`src/rtl/cuqm_pkg.sv`:
```
package cuqm_pkg;

  localparam int unsigned SampleBits = 16;
  localparam int unsigned LineBits   = 10;
  localparam int unsigned PhaseBits  = 32;
  localparam int unsigned TableDepth = 1024;
  localparam int unsigned TableBits  = $clog2(TableDepth);
  // One octant of the circle, folded: entries 0 .. OctSize
  localparam int unsigned OctSize    = TableDepth / 8;
  localparam int unsigned MagBits    = TableBits - 2;

  localparam logic [PhaseBits-1:0] PhaseStepReset = 32'd884951949;

  localparam longint unsigned Q30One   = 64'd1073741824;
  localparam longint unsigned TwoPiQ30 = 64'd6746518852;
  localparam int unsigned     QSh      = 31 - SampleBits;
  localparam longint unsigned TabCap   = (64'd1 << (SampleBits - 1)) - 64'd1;

  typedef enum logic {
    OpDown = 1'b0,
    OpUp   = 1'b1
  } op_e;

  typedef struct packed {
    op_e                          opcode;
    logic signed [SampleBits-1:0] in_i;
    logic signed [SampleBits-1:0] in_q;
    logic [LineBits-1:0]          line_number;
    logic                         line_end;
  } in_item_t;

  typedef struct packed {
    logic signed [SampleBits-1:0] out_i;
    logic signed [SampleBits-1:0] out_q;
    logic                         out_line_end;
  } out_item_t;

  // Stage 2 to stage 3: four products plus the post-rotation amount and the line end
  typedef struct packed {
    logic signed [2*SampleBits:0] p_xc;
    logic signed [2*SampleBits:0] p_ys;
    logic signed [2*SampleBits:0] p_xs;
    logic signed [2*SampleBits:0] p_yc;
    logic [1:0]                   rot_k;
    logic                         line_end;
  } prod_t;

  typedef logic [OctSize:0][SampleBits-2:0] mag_tab_t;

  function automatic logic [SampleBits-2:0] q30_to_tab(longint unsigned v);
    longint unsigned r;
    r = (v + (64'd1 << (QSh - 1))) >> QSh;
    if (r > TabCap) begin
      r = TabCap;
    end
    return r[SampleBits-2:0];
  endfunction

  // Residual angle of table step m, in radians Q30
  function automatic longint unsigned osc_x(int unsigned m);
    longint unsigned ang;
    ang = longint'(m) << (PhaseBits - TableBits);
    return (ang * TwoPiQ30) >> 32;
  endfunction

  function automatic logic [SampleBits-2:0] sin_mag(int unsigned m);
    longint unsigned x;
    longint unsigned x2;
    longint unsigned t;
    x  = osc_x(m);
    x2 = (x * x) >> 30;
    t  = Q30One - x2 / 72;
    t  = Q30One - ((x2 * t) >> 30) / 42;
    t  = Q30One - ((x2 * t) >> 30) / 20;
    t  = Q30One - ((x2 * t) >> 30) / 6;
    return q30_to_tab((x * t) >> 30);
  endfunction

  function automatic logic [SampleBits-2:0] cos_mag(int unsigned m);
    longint unsigned x;
    longint unsigned x2;
    longint unsigned t;
    x  = osc_x(m);
    x2 = (x * x) >> 30;
    t  = Q30One - x2 / 90;
    t  = Q30One - ((x2 * t) >> 30) / 56;
    t  = Q30One - ((x2 * t) >> 30) / 30;
    t  = Q30One - ((x2 * t) >> 30) / 12;
    t  = Q30One - ((x2 * t) >> 30) / 2;
    return q30_to_tab(t);
  endfunction

  function automatic mag_tab_t build_sin_tab();
    mag_tab_t tab;
    for (int unsigned m = 0; m <= OctSize; m++) begin
      tab[m] = sin_mag(m);
    end
    return tab;
  endfunction

  function automatic mag_tab_t build_cos_tab();
    mag_tab_t tab;
    for (int unsigned m = 0; m <= OctSize; m++) begin
      tab[m] = cos_mag(m);
    end
    return tab;
  endfunction

  localparam mag_tab_t SinTab = build_sin_tab();
  localparam mag_tab_t CosTab = build_cos_tab();

endpackage

```
`src/rtl/cuqm_nco.sv`:
```
module cuqm_nco import cuqm_pkg::*; (
  input  logic                 clk_i,
  input  logic                 rst_ni,
  input  logic                 cfg_we_i,
  input  logic [PhaseBits-1:0] cfg_wdata_i,
  input  logic                 take_i,
  input  op_e                  op_i,
  output logic [TableBits-1:0] index_o
);

  logic [PhaseBits-1:0] step_q;
  logic [PhaseBits-1:0] down_acc_q, down_acc_d;
  logic [PhaseBits-1:0] up_acc_q, up_acc_d;

  // Table index comes from the phase before it advances
  assign index_o = (op_i == OpUp) ? up_acc_q[PhaseBits-1 -: TableBits]
                                  : down_acc_q[PhaseBits-1 -: TableBits];

  always_comb begin
    down_acc_d = down_acc_q;
    up_acc_d   = up_acc_q;
    if (take_i) begin
      if (op_i == OpUp) begin
        up_acc_d = up_acc_q + step_q;
      end else begin
        down_acc_d = down_acc_q + step_q;
      end
    end
  end

  always_ff @(posedge clk_i or negedge rst_ni) begin
    if (!rst_ni) begin
      step_q     <= PhaseStepReset;
      down_acc_q <= '0;
      up_acc_q   <= '0;
    end else begin
      if (cfg_we_i) begin
        step_q <= cfg_wdata_i;
      end
      down_acc_q <= down_acc_d;
      up_acc_q   <= up_acc_d;
    end
  end

endmodule

```
`src/rtl/cuqm_osc.sv`:
```
module cuqm_osc import cuqm_pkg::*; (
  input  logic [TableBits-1:0]         index_i,
  output logic signed [SampleBits-1:0] cos_o,
  output logic signed [SampleBits-1:0] sin_o
);

  logic [TableBits-1:0]  shifted;
  logic [1:0]            quad;
  logic [TableBits-3:0]  low;
  logic                  neg;
  logic [MagBits-1:0]    mag;
  logic signed [SampleBits-1:0] c;
  logic signed [SampleBits-1:0] s_pos;
  logic signed [SampleBits-1:0] s;

  // Fold into a quadrant and a residual of at most one octant either way
  assign shifted = index_i + TableBits'(OctSize);
  assign quad    = shifted[TableBits-1 -: 2];
  assign low     = shifted[TableBits-3:0];
  assign neg     = low < MagBits'(OctSize);
  assign mag     = neg ? MagBits'(OctSize) - low : low - MagBits'(OctSize);

  assign c     = $signed({1'b0, CosTab[mag]});
  assign s_pos = $signed({1'b0, SinTab[mag]});
  assign s     = neg ? -s_pos : s_pos;

  always_comb begin
    case (quad)
      2'd0: begin
        cos_o = c;
        sin_o = s;
      end
      2'd1: begin
        cos_o = -s;
        sin_o = c;
      end
      2'd2: begin
        cos_o = -c;
        sin_o = -s;
      end
      default: begin
        cos_o = s;
        sin_o = -c;
      end
    endcase
  end

endmodule

```
`src/rtl/cuqm_mix.sv`:
```
module cuqm_mix import cuqm_pkg::*; (
  input  logic                 clk_i,
  input  logic                 load_i,
  input  in_item_t             item_i,
  input  logic [TableBits-1:0] index_i,
  output prod_t                prod_o
);

  logic signed [SampleBits-1:0] co;
  logic signed [SampleBits-1:0] si;
  logic signed [SampleBits-1:0] s_eff;
  logic signed [SampleBits:0]   xi;
  logic signed [SampleBits:0]   xq;
  logic signed [SampleBits:0]   xr_i;
  logic signed [SampleBits:0]   xr_q;
  logic [1:0]                   k;
  prod_t                        prod_d;
  prod_t                        prod_q;

  cuqm_osc u_osc (
    .index_i (index_i),
    .cos_o   (co),
    .sin_o   (si)
  );

  assign k     = item_i.line_number[2:1];
  assign xi    = (SampleBits + 1)'(item_i.in_i);
  assign xq    = (SampleBits + 1)'(item_i.in_q);
  // Downconvert mixes with the conjugate
  assign s_eff = (item_i.opcode == OpDown) ? -si : si;

  // Downconvert rotates the input before mixing
  always_comb begin
    xr_i = xi;
    xr_q = xq;
    if (item_i.opcode == OpDown) begin
      case (k)
        2'd0: begin
          xr_i = xi;
          xr_q = xq;
        end
        2'd1: begin
          xr_i = -xq;
          xr_q = xi;
        end
        2'd2: begin
          xr_i = -xi;
          xr_q = -xq;
        end
        default: begin
          xr_i = xq;
          xr_q = -xi;
        end
      endcase
    end
  end

  always_comb begin
    prod_d.p_xc     = xr_i * co;
    prod_d.p_ys     = xr_q * s_eff;
    prod_d.p_xs     = xr_i * s_eff;
    prod_d.p_yc     = xr_q * co;
    // Upconvert rotates back by minus k quarter turns afterwards
    prod_d.rot_k    = (item_i.opcode == OpUp) ? 2'd0 - k : 2'd0;
    prod_d.line_end = item_i.line_end;
  end

  always_ff @(posedge clk_i) begin
    if (load_i) begin
      prod_q <= prod_d;
    end
  end

  assign prod_o = prod_q;

endmodule

```
`src/rtl/cuqm_narrow.sv`:
```
module cuqm_narrow import cuqm_pkg::*; (
  input  logic      clk_i,
  input  logic      load_i,
  input  prod_t     prod_i,
  output out_item_t item_o
);

  localparam int unsigned PW = 2 * SampleBits + 1;
  localparam int unsigned RW = PW + 2;

  logic signed [PW:0]   yi;
  logic signed [PW:0]   yq;
  logic signed [RW-1:0] ei;
  logic signed [RW-1:0] eq;
  logic signed [RW-1:0] ri;
  logic signed [RW-1:0] rq;
  out_item_t            item_d;
  out_item_t            item_q;

  // Round half up from Q30 to Q15, then clamp
  function automatic logic signed [SampleBits-1:0] narrow(logic signed [RW-1:0] v);
    logic signed [RW-1:0] r;
    logic signed [RW-1:0] hi;
    logic signed [RW-1:0] lo;
    hi = RW'((64'sd1 <<< (SampleBits - 1)) - 64'sd1);
    lo = -hi - RW'(1);
    r  = (v + RW'(64'sd1 <<< (SampleBits - 2))) >>> (SampleBits - 1);
    if (r > hi) begin
      r = hi;
    end else if (r < lo) begin
      r = lo;
    end
    return r[SampleBits-1:0];
  endfunction

  assign yi = (PW + 1)'(prod_i.p_xc) - (PW + 1)'(prod_i.p_ys);
  assign yq = (PW + 1)'(prod_i.p_xs) + (PW + 1)'(prod_i.p_yc);

  always_comb begin
    ei = RW'(yi);
    eq = RW'(yq);
    case (prod_i.rot_k)
      2'd0: begin
        ri = ei;
        rq = eq;
      end
      2'd1: begin
        ri = -eq;
        rq = ei;
      end
      2'd2: begin
        ri = -ei;
        rq = -eq;
      end
      default: begin
        ri = eq;
        rq = -ei;
      end
    endcase
  end

  always_comb begin
    item_d.out_i        = narrow(ri);
    item_d.out_q        = narrow(rq);
    item_d.out_line_end = prod_i.line_end;
  end

  always_ff @(posedge clk_i) begin
    if (load_i) begin
      item_q <= item_d;
    end
  end

  assign item_o = item_q;

endmodule

```
`src/rtl/color_under_quadrature_mixer.sv`:
```
// Channel  Handshake                      Payload
// in       in_valid_i / in_ready_o        in_item_i  (in_item_t)
// out      out_valid_o / out_ready_i      out_item_o (out_item_t)
// cfg      cfg_we_i                       cfg_wdata_i (phase_step)
//
// One item per cycle while out_ready_i stays high; an accepted item passes through the
// input, product and result registers before it is on the output.
// The phase accumulator of the item's direction is read and advanced at accept.
// Reset clears both accumulators, loads the default phase step, empties the pipe.
// With out_ready_i low the pipe fills and holds; up to three items are in flight.
module color_under_quadrature_mixer import cuqm_pkg::*; (
  input  logic                 clk_i,
  input  logic                 rst_ni,
  input  logic                 in_valid_i,
  output logic                 in_ready_o,
  input  in_item_t             in_item_i,
  output logic                 out_valid_o,
  input  logic                 out_ready_i,
  output out_item_t            out_item_o,
  input  logic                 cfg_we_i,
  input  logic [PhaseBits-1:0] cfg_wdata_i
);

  logic                 v1_q, v2_q, v3_q;
  logic                 adv1, adv2, adv3;
  logic                 take;
  logic [TableBits-1:0] index;
  logic [TableBits-1:0] s1_index_q;
  in_item_t             s1_item_q;
  prod_t                prod;

  // A stage may load when it is empty or its item moves on
  assign adv3       = !v3_q || out_ready_i;
  assign adv2       = !v2_q || adv3;
  assign adv1       = !v1_q || adv2;
  assign in_ready_o = adv1;
  assign take       = in_valid_i && adv1;

  cuqm_nco u_nco (
    .clk_i       (clk_i),
    .rst_ni      (rst_ni),
    .cfg_we_i    (cfg_we_i),
    .cfg_wdata_i (cfg_wdata_i),
    .take_i      (take),
    .op_i        (in_item_i.opcode),
    .index_o     (index)
  );

  always_ff @(posedge clk_i) begin
    if (take) begin
      s1_item_q  <= in_item_i;
      s1_index_q <= index;
    end
  end

  cuqm_mix u_mix (
    .clk_i   (clk_i),
    .load_i  (v1_q && adv2),
    .item_i  (s1_item_q),
    .index_i (s1_index_q),
    .prod_o  (prod)
  );

  cuqm_narrow u_narrow (
    .clk_i  (clk_i),
    .load_i (v2_q && adv3),
    .prod_i (prod),
    .item_o (out_item_o)
  );

  always_ff @(posedge clk_i or negedge rst_ni) begin
    if (!rst_ni) begin
      v1_q <= 1'b0;
      v2_q <= 1'b0;
      v3_q <= 1'b0;
    end else begin
      if (adv1) begin
        v1_q <= in_valid_i;
      end
      if (adv2) begin
        v2_q <= v1_q;
      end
      if (adv3) begin
        v3_q <= v2_q;
      end
    end
  end

  assign out_valid_o = v3_q;

endmodule

```
`config.mk`:
```
export PLATFORM = sky130hd
export DESIGN_NAME = color_under_quadrature_mixer
export DESIGN_NICKNAME = d
export VERILOG_FILES = /design/src/rtl/cuqm_pkg.sv /design/src/rtl/cuqm_nco.sv /design/src/rtl/cuqm_osc.sv /design/src/rtl/cuqm_mix.sv /design/src/rtl/cuqm_narrow.sv /design/src/rtl/color_under_quadrature_mixer.sv
export SDC_FILE = /design/constraint.sdc
export NUM_CORES = 2
export LEC_CHECK = 0
export BUFFER_PORTS_ARGS = -buffer_cell sky130_fd_sc_hd__buf_2
export CAP_MARGIN = 20
export CORE_ASPECT_RATIO = 1.75
export CORE_UTILIZATION = 60
export CTS_BUF_LIST = sky130_fd_sc_hd__clkbuf_8
export DETAILED_ROUTE_END_ITERATION = 6
export GPL_TIMING_DRIVEN = 0
export MAX_ROUTING_LAYER = met4
export PLACE_DENSITY = 0.8
export SLEW_MARGIN = 40
export SYNTH_ARGS = -nofsm -noshare
export SYNTH_HDL_FRONTEND = slang
export SYNTH_SLANG_ARGS = --single-unit
```
`constraint.sdc`:
```
create_clock -name clk_i -period 18.37 [get_ports clk_i]
set_clock_uncertainty 0.2 [all_clocks]
set_input_delay 1.837 -clock clk_i [delete_from_list [all_inputs] [get_ports clk_i]]
set_output_delay 1.837 -clock clk_i [all_outputs]
set_load 0.01 [all_outputs]
```
==> impl_metrics.yaml, run 1 <==
place:
  place_ws_ns: 0.0663
  port_buffers: 106
  dp_hpwl_mm: 255
  gp_congestion: 1.16
  dpl_cell_area_sq_um: 74200
logic_synthesis:
  synthCells: 8155
  syn_area_sq_um: 70500
  synth_seq_area_share: 0.127
  synth_top_area_frac: 0.315
  synth-edff-count: 214
  synthTopCellsByCount: "inv_1 (1,264), fa_1 (1,110), nand2_1 (954)"
  ys_async_sr_fraction: 0.316
  synth_cell_types: 112
  ys_ff_latch: 313
  syn_area_per_cell_sq_um: 8.64
  synth.area.top_cells: "fa_1 (32%), edfxtp_1 (9.1%), ha_1 (8.8%)"
  synthMostInstantiatedCell: "inv_1"
  yosys_warnings: 0
  yosys.area.top_type: "fa_1"
  syn-num-nets: 9841
  synth_flop_cell: "edfxtp_1"
floorplan:
  die_w_microns: 261
  floorplan.initialDensity: 0.604
  io_pins: 116
  fp.dieH_microns: 455
  core.rowCount: 166
grt:
  grt_pass1_wl_mm: 570
  grt.total_usage: 0.671
  grt_max_degree: 66
  grt_overflow: 458
  grt_pass1_vias: 77500
outcome:
  status: "aborted with a tool error"
  lastStage: "global routing"
  error: "[ERROR GRT-0116] Global routing finished with congestion. Check the congestion regions in the DRC Viewer."
clock_network:
  htreeDepth: 2
  cts_sinks: 313
  clockRootBuffer: "clkbuf_8"
  cts_buffers: 48
  cts_setup_buffers: 0
  clockBufferDepth: 3
==> through the flow <==
step / TNS [ns] / std cells
after global placement: -41.56 / 9773
after floorplan: 0 / 8155
after detailed placement: 0 / 9812
after CTS: 0 / 9901
==> layer usage <==
layer,overflow,GRT usage
met1,7,0.633
met2,283,0.907
met3,18,0.415
met4,150,0.662
met5,-,-
==> repair_timing <==
item / CTS
resized for setup: 1
setup endpoints to repair: 1
hold endpoints to repair: 0
hold buffers: 0
==> cell families after synthesis <==
kind of cell	Yosys count	share of synthesized area
AND/OR/NAND/NOR	2567	0.167
XOR/XNOR	348	0.0439
adder cells (fa/ha/maj)	1605	0.403
multiplexers	119	0.0200
AO/OA/AOI/OAI	1485	0.146
flip-flops	313	0.127
buffers and inverters	1718	0.0938
==> run 2, diff against run 1 <==
Settings changed: CORE_ASPECT_RATIO 1.75 to unset, CORE_UTILIZATION 60 to 40, CTS_BUF_LIST sky130_fd_sc_hd__clkbuf_8 to unset, MAX_ROUTING_LAYER met4 to unset, PLACE_DENSITY 0.8 to unset, PLACE_DENSITY_LB_ADDON set to 0.15.
==> impl_metrics.yaml, run 2 <==
outcome:
  status: "finished with violations"
  failed_checks: "DRC"
routing:
  vias: 61800
  ant_nets: 0
  drt_iter0_markers: 5352
  avgRoutedWirePerCell_microns: 27.1
  detail_route.drc_violations: 7
  vias_per_cell: 5.77
  first_pass_iters: 7
  wl_mm: 291
logic_synthesis:
  ys_async_sr_fraction: 0.316
  synthCells: 8155
  synth_cell_types: 112
  synth_top_area_frac: 0.315
  yosys.area.top_type: "fa_1"
  syn-num-nets: 9841
  syn_area_sq_um: 70500
  synth.area.top_cells: "fa_1 (32%), edfxtp_1 (9.1%), ha_1 (8.8%)"
  synth_flop_cell: "edfxtp_1"
  yosys_warnings: 0
  synthMostInstantiatedCell: "inv_1"
  syn_area_per_cell_sq_um: 8.64
  synthTopCellsByCount: "inv_1 (1,264), fa_1 (1,110), nand2_1 (954)"
  synth-edff-count: 214
  ys_ff_latch: 313
  synth_seq_area_share: 0.127
place:
  dpl_cell_area_sq_um: 75400
  dp_cells: 10600
  dp_hpwl_mm: 239
  gp_congestion: 0.996
  port_buffers: 106
finish:
  regArea_sq_um: 8930
  nets: 10000
  final_cell_mix: "inv_1 (1,264), fa_1 (1,110), nand2_1 (954)"
  fin_area_sq_um: 76900
  largest_register_ffs: 135
  area_growth_pct: 9.19
  layout_commonest_cell: "inv_1"
  fin_cells: 10700
  drive_above_1_share: 0.0821
  fillers: 17500
  multiInputGateArea_sq_um: 55800
setup_path:
  r2r_setup_slack_ns: 0.59
  critPathSlowestCell: "edfxtp_1"
  crit_top_cell: "fa_1"
  cp_max_fo: 11
  arrival_ns: 18.02
  required_ns: 18.61
  critPathCaptureType: "register"
  crit_path_start_kind: "register"
  crit_type: "register to register"
  cpPeakStageDelay_ns: 0.74
grt:
  met2_usage: 0.498
  antenna_found_initial: 35
  grt_max_degree: 53
  grt_pass1_vias: 63000
  grt.total_usage: 0.325
  grt_use_met1: 0.441
  top_usage_layer: "met2"
  grt_pass1_wl_mm: 425
  grt_overflow: 0
  grt.met3_usage: 0.0758
sta:
  worstMarginPinSlew_ns: 1.05
  finalHoldViolCount: 0
  post-route-min-period_ns: 17.78
  rsz0062_at_grt: "no"
  fmax_mhz: 56.2
  setup_violations: 0
  max_slew_margin: 0.295
  fin_crit_sh: 0.968
  setup_tns_ns: 0
  slew_violations: 0
clock_network:
  path_clk_slew_ns: 0.07
  htreeDepth: 2
  cts_sinks: 313
  clockBufferDepth: 3
  clockRootBuffer: "clkbuf_16"
  cts_tree: "built"
  clk_latency_ns: 0.67
  cts_buffers: 43
floorplan:
  die_w_microns: 422
  die-area_sq_um: 178000
  core.rowCount: 153
  floorplan.initialDensity: 0.404
  coreArea_sq_um: 174000
  io_pins: 116
  fp.dieH_microns: 422
job:
  cap_violations: 0
min_path:
  hp-class: "register to register"
## run 2: cell counts after synthesis
No cell type changed its count.
## run 2: repair_timing
| item | CTS | global route |
|---|---|---|
| endpoints found under the setup margin | 2 | 21 |
| setup buffers | 0 | 0 |
| gates resized for setup | 5 | 4 |
| hold buffers | 0 | 0 |
## run 2: metal layers
layer	wire length (microns)	share of wire
met5	168	0.00058
met3	27100	0.093
met4	13900	0.048
met1	124000	0.43
met2	125000	0.43
## run 2: path summary, 6_finish.rpt
check,depth (start not counted),to,from
worst min register to register,0,u_narrow.item_o[0],u_mix.prod_o[0]
worst min-delay path,0,u_narrow.item_o[0],u_mix.prod_o[0]
min in group asynchronous,1,u_nco.down_acc_q[3],rst_ni
worst max-delay path,52,u_mix.prod_o[101],s1_index_q[0]
worst max register to register,52,u_mix.prod_o[101],s1_index_q[0]
max in group asynchronous,2,u_nco.step_q[28],rst_ni
## run 2: final cells by class
type                    count  share of cell area
multi-input cells        6124               0.725
flip-flops and latches    313               0.116
inverters                1269              0.0620
well taps                2325              0.0378
plain buffers             448              0.0253
repair buffers            147              0.0148
clock buffers              52              0.0146
clock inverters            27             0.00389
diodes                     11            0.000358
## run 2: worst max-delay path: cells and delay by family (launching register included)
kind,cells,cell delay [ns]
AO/OA/AOI/OAI,13,3.96
XOR/XNOR,4,1.19
adder cells (fa/ha/maj),10,4.21
buffers and inverters,13,3.44
flip-flops,1,0.74
multiplexers,2,0.95
AND/OR/NAND/NOR,10,2.76
## run 2: through the flow
step | hold slack (ns) | worst slack, ns | util
after floorplan | 0.200 | 5.12 | -
after global placement | 0.207 | -2.73 | 0.424
after detailed placement | 0.214 | -0.387 | 0.432
after CTS | 0.226 | 0.110 | 0.440
after global routing | 0.236 | 0.0295 | 0.441
final | 0.223 | 0.589 | 0.441
## run 2: kinds of logic (layout without fill, tap and decap cells)
family	count (synthesis)	after routing	synth area share
muxes	119	119	0.0200
and+or+nand+nor	2567	2567	0.167
buffers and inverters	1718	1943	0.0938
DFF	313	313	0.127
xor gates and xnor gates	348	348	0.0439
AOI/OAI and AO/OA	1485	1485	0.146
adders and majority gates	1605	1605	0.403
other	0	11	0
Power of run 2 is not shown: default switching activity piles up to over one toggle a cycle in this logic, so the estimate is an artifact.
